[src/design/rafup_pkg.sv]
// Package for the random axis generator built from a uniform pair.
// Holds the fixed angle field width used by the design; no dependencies.
`default_nettype none

package rafup_pkg;

  localparam int unsigned ANGLE_WIDTH = 16;

endpackage

`default_nettype wire

[src/design/random_axis_from_uniform_pair_top.sv]
// Top level of the random axis generator (sphere point picking from a uniform pair).
// Depends on rafup_pkg for the angle width; contains the whole pipeline.
// Accepts one draw per cycle while in_stall_o is low; gives one unit axis per accepted pair.
//
// Usage:
// The input channel carries an angle draw and two signed coordinate draws with
// COORD_WIDTH-1 fraction bits. A transfer happens when in_valid_i is high and
// in_stall_o is low. The output channel gives the angle and the x, y and z
// components of a unit axis; a transfer happens when out_valid_o is high and
// out_stall_i is low.
// Pairs whose squared length is one or more are dropped, so no result
// leaves the block for them.
// One pair is taken every cycle while in_stall_o is low. The depth is set by the
// square root, which resolves one root bit per pipeline stage.
// Every stage holds a valid bit. When the receiver stalls, the stages that
// hold items keep them and empty stages still fill, so bubbles are squeezed
// out before in_stall_o rises. Reset clears all valid bits; the pipeline is
// then empty and ready at once.
`default_nettype none

module random_axis_from_uniform_pair_top
  import rafup_pkg::*;
#(
  parameter int unsigned COORD_WIDTH = 16
) (
  input  wire                          clk_i,
  input  wire                          rst_ni,
  input  wire                          in_valid_i,
  output logic                         in_stall_o,
  input  wire        [ANGLE_WIDTH-1:0] angle_draw_i,
  input  wire signed [COORD_WIDTH-1:0] first_coord_i,
  input  wire signed [COORD_WIDTH-1:0] second_coord_i,
  output logic                         out_valid_o,
  input  wire                          out_stall_i,
  output logic       [ANGLE_WIDTH-1:0] angle_out_o,
  output logic signed [COORD_WIDTH-1:0] axis_x_o,
  output logic signed [COORD_WIDTH-1:0] axis_y_o,
  output logic signed [COORD_WIDTH-1:0] axis_z_o
);

  localparam int unsigned W = COORD_WIDTH;
  localparam int unsigned F = W - 1;
  localparam int unsigned RW = 2 * F + 2;
  localparam int unsigned EW = F + 3;
  localparam int unsigned NST = F + 7;
  localparam int unsigned ST_REJ = 3;
  localparam int unsigned ST_SQ0 = 4;
  localparam int unsigned ST_MUL = F + 5;
  localparam int unsigned ST_OUT = F + 6;

  localparam logic [RW-1:0] ONE_2F = RW'(1) << (2 * F);
  localparam logic [EW-1:0] MAG_ONE = EW'(1) << F;
  localparam logic [EW-1:0] MAG_MAX = MAG_ONE - EW'(1);

  typedef struct packed {
    logic [ANGLE_WIDTH-1:0] ang;
    logic                   negx;
    logic                   negy;
    logic [W-1:0]           a1;
    logic [W-1:0]           a2;
  } head_t;

  typedef struct packed {
    head_t        h;
    logic [W-1:0] z;
  } side_t;

  function automatic logic [W-1:0] encode(input logic [EW-1:0] mag, input logic neg);
    logic [EW-1:0] m;
    m = mag;
    if (neg) begin
      if (m > MAG_ONE) begin
        m = MAG_ONE;
      end
      encode = W'(EW'(0) - m);
    end else begin
      if (m > MAG_MAX) begin
        m = MAG_MAX;
      end
      encode = m[W-1:0];
    end
  endfunction

  logic [NST-1:0] v_q;
  logic [NST:0]   en;

  always_comb begin
    en[NST] = !out_stall_i;
    for (int k = NST - 1; k >= 0; k--) begin
      en[k] = !v_q[k] || en[k+1];
    end
  end

  assign in_stall_o = !en[0];

  logic rej;

  always_ff @(posedge clk_i or negedge rst_ni) begin
    if (!rst_ni) begin
      v_q <= '0;
    end else begin
      for (int k = 0; k < NST; k++) begin
        if (en[k]) begin
          if (k == 0) begin
            v_q[k] <= in_valid_i;
          end else if (k == ST_REJ) begin
            v_q[k] <= v_q[k-1] && !rej;
          end else begin
            v_q[k] <= v_q[k-1];
          end
        end
      end
    end
  end

  // Stage 0: magnitudes and signs.
  head_t h0_d, h0_q;

  always_comb begin
    h0_d.ang  = angle_draw_i;
    h0_d.negx = first_coord_i[W-1];
    h0_d.negy = second_coord_i[W-1];
    h0_d.a1   = first_coord_i[W-1] ? (~first_coord_i + W'(1)) : first_coord_i;
    h0_d.a2   = second_coord_i[W-1] ? (~second_coord_i + W'(1)) : second_coord_i;
  end

  always_ff @(posedge clk_i) begin
    if (en[0]) begin
      h0_q <= h0_d;
    end
  end

  // Stage 1: squares.
  head_t            h1_q;
  logic [2*W-1:0]   p1_d, p2_d;
  logic [2*F:0]     sq1_q, sq2_q;

  assign p1_d = h0_q.a1 * h0_q.a1;
  assign p2_d = h0_q.a2 * h0_q.a2;

  always_ff @(posedge clk_i) begin
    if (en[1]) begin
      h1_q  <= h0_q;
      sq1_q <= p1_d[2*F:0];
      sq2_q <= p2_d[2*F:0];
    end
  end

  // Stage 2: squared length.
  head_t         h2_q;
  logic [RW-1:0] s_q;

  always_ff @(posedge clk_i) begin
    if (en[2]) begin
      h2_q <= h1_q;
      s_q  <= {1'b0, sq1_q} + {1'b0, sq2_q};
    end
  end

  // Stage 3: rejection, radicand and z component.
  side_t         side_q [0:F+1];
  logic [RW-1:0] rem_q  [0:F+1];
  logic [RW-1:0] res_q  [0:F+1];
  logic [RW-1:0] twice;
  logic [RW-1:0] zdiff;
  logic [W-1:0]  z_d;

  assign rej   = s_q >= ONE_2F;
  assign twice = s_q << 1;

  always_comb begin
    if (twice <= ONE_2F) begin
      zdiff = ONE_2F - twice;
      z_d   = encode(EW'(zdiff >> F), 1'b0);
    end else begin
      zdiff = twice - ONE_2F;
      z_d   = encode(EW'(zdiff >> F), 1'b1);
    end
  end

  always_ff @(posedge clk_i) begin
    if (en[ST_REJ]) begin
      side_q[0].h <= h2_q;
      side_q[0].z <= z_d;
      rem_q[0]    <= ONE_2F - s_q;
      res_q[0]    <= '0;
    end
  end

  // Square root: one root bit per stage.
  for (genvar j = 0; j <= F; j++) begin : g_sqrt
    localparam logic [RW-1:0] BITV = RW'(1) << (2 * (F - j));
    logic [RW-1:0] trial;
    logic [RW-1:0] rem_d, res_d;

    assign trial = res_q[j] + BITV;

    always_comb begin
      if (rem_q[j] >= trial) begin
        rem_d = rem_q[j] - trial;
        res_d = (res_q[j] >> 1) + BITV;
      end else begin
        rem_d = rem_q[j];
        res_d = res_q[j] >> 1;
      end
    end

    always_ff @(posedge clk_i) begin
      if (en[ST_SQ0+j]) begin
        side_q[j+1] <= side_q[j];
        rem_q[j+1]  <= rem_d;
        res_q[j+1]  <= res_d;
      end
    end
  end

  // Products of the magnitudes with the root.
  side_t          sm_q;
  logic [W-1:0]   q_root;
  logic [2*W-1:0] prodx_q, prody_q;

  assign q_root = res_q[F+1][W-1:0];

  always_ff @(posedge clk_i) begin
    if (en[ST_MUL]) begin
      sm_q    <= side_q[F+1];
      prodx_q <= side_q[F+1].h.a1 * q_root;
      prody_q <= side_q[F+1].h.a2 * q_root;
    end
  end

  // Output register.
  logic [ANGLE_WIDTH-1:0] ang_q;
  logic [W-1:0]           x_q, y_q, z_q;

  always_ff @(posedge clk_i) begin
    if (en[ST_OUT]) begin
      ang_q <= sm_q.h.ang;
      x_q   <= encode(EW'(prodx_q >> (F - 1)), sm_q.h.negx);
      y_q   <= encode(EW'(prody_q >> (F - 1)), sm_q.h.negy);
      z_q   <= sm_q.z;
    end
  end

  assign out_valid_o = v_q[NST-1];
  assign angle_out_o = ang_q;
  assign axis_x_o    = x_q;
  assign axis_y_o    = y_q;
  assign axis_z_o    = z_q;

endmodule

`default_nettype wire
[config.mk]
export PLATFORM = sky130hd
export DESIGN_NAME = random_axis_from_uniform_pair_top
export DESIGN_NICKNAME = d
export VERILOG_FILES = /design/src/design/rafup_pkg.sv /design/src/design/random_axis_from_uniform_pair_top.sv
export SDC_FILE = /design/constraint.sdc
export NUM_CORES = 2
export LEC_CHECK = 0
export BUFFER_PORTS_ARGS = -buffer_cell sky130_fd_sc_hd__buf_4
export CELL_PAD_IN_SITES_DETAIL_PLACEMENT = 2
export CELL_PAD_IN_SITES_GLOBAL_PLACEMENT = 2
export CORE_UTILIZATION = 45
export CTS_CLUSTER_DIAMETER = 50
export DETAILED_ROUTE_END_ITERATION = 10
export HOLD_SLACK_MARGIN = 0.06
export PLACE_DENSITY_LB_ADDON = 0.1
export SLEW_MARGIN = 5
export SYNTH_ARGS = -nofsm -noshare
export SYNTH_HDL_FRONTEND = slang
export SYNTH_SLANG_ARGS = --single-unit
export TNS_END_PERCENT = 10
[constraint.sdc]
create_clock -name clk_i -period 43.9 [get_ports clk_i]
set_input_delay 6.585 -clock clk_i [delete_from_list [all_inputs] [get_ports clk_i]]
set_output_delay 6.585 -clock clk_i [all_outputs]
set_load 0.02 [all_outputs]
==> impl_metrics.json <==
{
  "grt_usage_pct": 32.3,
  "cts_sinks": 2166,
  "tightest_slew_ns": 1.39,
  "h-tree-depth": 5,
  "n_fill_cell": 22500,
  "drt_first_pass_iters": 5,
  "die_w_um": 495,
  "synthXorXnorAreaFrac_pct": 2.98,
  "yosysSeqAreaShare_pct": 59.3,
  "report.final.slew_viol_count": 0,
  "crit_fanout": 59,
  "grt_pass1_vias": 77500,
  "hold_class": "reg -> reg",
  "gp_congestion": 0.810,
  "fin_crit_sh_pct": 45.1,
  "regArea_sq_mm": 0.0649,
  "area_delta_synth_final_pct": 12.8,
  "cts_setup_buffers": 0,
  "fp.dieArea_sq_mm": 0.245,
  "syn_inst": 7851,
  "die_y_um": 495,
  "max_stage_delay_ns": 0.79,
  "fin_nets": 9517,
  "synth_top_family_by_area": "adder cells",
  "drive_gt1_share_pct": 8.32,
  "synth_nets": 9204,
  "drt_iter0_drc": 4895,
  "final-setup-viol-count": 0,
  "cts_tree": "yes",
  "maxCapViolations": 0,
  "insertion_delay_ns": 0.98,
  "core_sq_mm": 0.241,
  "multi_input_area_sq_mm": 0.0396,
  "crit_buf_inv": 7,
  "numCtsBuffers": 286,
  "port_buffers": 117,
  "avgViaCountPerCell": 5.84,
  "path_cells": "buf_4 > and3_1 > clkinv_2 > nor2_1 > nand2_4 > nor4_1 > buf_4 > inv_4 > nor2_1 > nand3_4 > nor2_1 > nand4_1 > buf_4 > inv_1 > buf_4",
  "path_delay_family": "simple AND/OR/NAND/NOR gates",
  "rsz0062_at_grt": "false",
  "grt_max_degree": 76,
  "slew_headroom_pct": 7.14,
  "setup-tns-final_ns": 0,
  "cp_slowest_cell": "nor2_1",
  "postCtsHoldBufs": 0,
  "synth-main-ff-cell": "edfxtp_1",
  "start_util_pct": 45.4,
  "synthMuxAreaShare_pct": 0.160,
  "fmax_mhz": 50.5,
  "synth_edf_count": 2144,
  "synthSimpleGateAreaFrac_pct": 8.44,
  "ctsResizeCount": 0,
  "cts_buffer_depth": 4,
  "path_clk_slew_ns": 0.06,
  "grt_antenna_before_repair": 17,
  "synth-async-reset-ratio_pct": 1.02,
  "synth_compound_area_share_pct": 4.72,
  "syn_area_sq_mm": 0.109,
  "rows": 180,
  "avgRoutedWirePerCell_um": 34.1,
  "wl_mm": 394,
  "arrival_ns": 13.21,
  "crit_path_frequent_cell": "buf_4",
  "period_needed_ns": 19.80,
  "vias": 67400,
  "ys_seq_elements": 2166,
  "place_hpwl_mm": 264,
  "io_pins": 118,
  "status": "completed",
  "final_common_cell": "edfxtp_1",
  "layout_common_cells": "2144 x edfxtp_1, 1146 x inv_1, 711 x fa_1",
  "crit_type": "in -> out",
  "avgSynthCellArea_sq_um": 13.9,
  "ant_nets": 0,
  "overflow": 0,
  "startpoint_type": "primary input",
  "grt_pass1_wl_mm": 564,
  "final_core_util_pct": 51.2,
  "synth_warnings": 0,
  "remaining_drc_errors": 0,
  "cp.required_ns": 37.31,
  "cts-root-buf": "clkbuf_16",
  "synthDistinctLibCells": 91,
  "synthAdderAreaFrac_pct": 19.8,
  "finalClockSkew_ns": 0.0705,
  "finalHoldViolations": 0,
  "cp-end-kind": "primary output"
}
[final cells by class]
class / instances / share of cell area, %
timing repair buffer: 201 / 1.22
inverter: 1155 / 3.52
antenna: 8 / 0.0162
sequential: 2166 / 52.6
multi-input combinational: 4354 / 32.1
tap: 3185 / 3.23
clock buffer: 336 / 6.13
clock inverter: 152 / 1.21
[worst paths after layout]
check | cells past startpoint | endpoint | start | slack [ns]
worst max-delay path | 15 | in_stall_o | out_stall_i | 24.10
worst min-delay path | 0 | side_q[0][138] | side_q[0][72] | 0.39
worst max register to register | 24 | sq1_q[30] | h0_q[19] | 35.78
worst min register to register | 0 | side_q[0][138] | side_q[0][72] | 0.39
max in group asynchronous | 1 | v_q[21] | rst_ni | 38.04
min in group asynchronous | 1 | v_q[5] | rst_ni | 5.53
[synthesized netlist by cell type (20+ instances only)]
cell type	n	area share (%)
and2_1	342	2.0
xor2_1	123	0.98
nor4_1	84	0.48
a21oi_1	217	0.99
nor3_1	114	0.52
clkbuf_1	163	0.56
nor2_1	271	0.93
nand2_1	670	2.3
ha_1	590	6.7
o21ai_0	191	0.87
xnor2_1	249	2.0
a21o_1	90	0.62
dfrtp_1	22	0.50
edfxtp_1	2144	59
inv_1	1152	4.0
nand2b_1	60	0.34
fa_1	711	13
nor2b_1	41	0.23
o211ai_1	20	0.14
o21a_1	58	0.40
a31oi_1	22	0.13
or3_1	43	0.25
nand3_1	68	0.31
nand4_1	51	0.29
o31ai_1	30	0.21
[metal layers]
layer	vias up	part of all wire (%)	GRT usage, %	wire length (um)
met1	35500	33	32.9	131000
met3	1333	5.1	5.56	20200
li1	27700	-	-	-
met2	2882	54	60.3	212000
met4	16	7.6	21.1	29800
met5	-	0.024	0	93
[registers in the layout, summed over array words and instances (netlist names), 22 cells and up]
name,cells
s_q,32
res_q,136
h1_q,50
rem_q,512
sq1_q,29
sm_q,34
side_q,1122
h2_q,50
v_q,22
h0_q,50
sq2_q,29
[cell families (layout without fill, tap and decap cells)]
family / Yosys count / after routing
compound gates: 805 / 805
xor+xnor: 372 / 372
fa+ha+maj: 1301 / 1301
buf+inv: 1331 / 1844
flops: 2166 / 2166
mux: 16 / 16
other cells: 0 / 8
simple gates: 1860 / 1860
[worst reg2reg max path, stage by stage, from the launching register on]
cell and delay (ns):
edfxtp_1 0.79, nand2_1 0.37, inv_1 0.13, fa_1 0.56, inv_1 0.07, fa_1 0.54
inv_1 0.07, fa_1 0.52, inv_1 0.09, fa_1 0.58, inv_1 0.07, fa_1 0.51
inv_1 0.09, fa_1 0.54, inv_1 0.08, ha_1 0.36, a21o_1 0.21, a21o_1 0.18
a21oi_1 0.17, o2bb2ai_1 0.21, a221o_1 0.41, a21boi_0 0.60, o21bai_1 0.26, a21oi_1 0.30
o211ai_1 0.13
[through the flow]
stage	cells	hold WS [ns]	setup slack, ns	cell area [sq um]
after floorplan	7851	0.400	18.89	109000
after global placement	11100	0.400	25.05	114000
after detailed placement	11100	0.405	24.32	114000
after CTS	11500	0.391	24.00	123000
after global routing	11600	0.400	23.87	123000
final	11600	0.394	24.10	123000
Power is not shown: default switching activity piles up to over one toggle a cycle in this logic, so the estimate is an artifact.
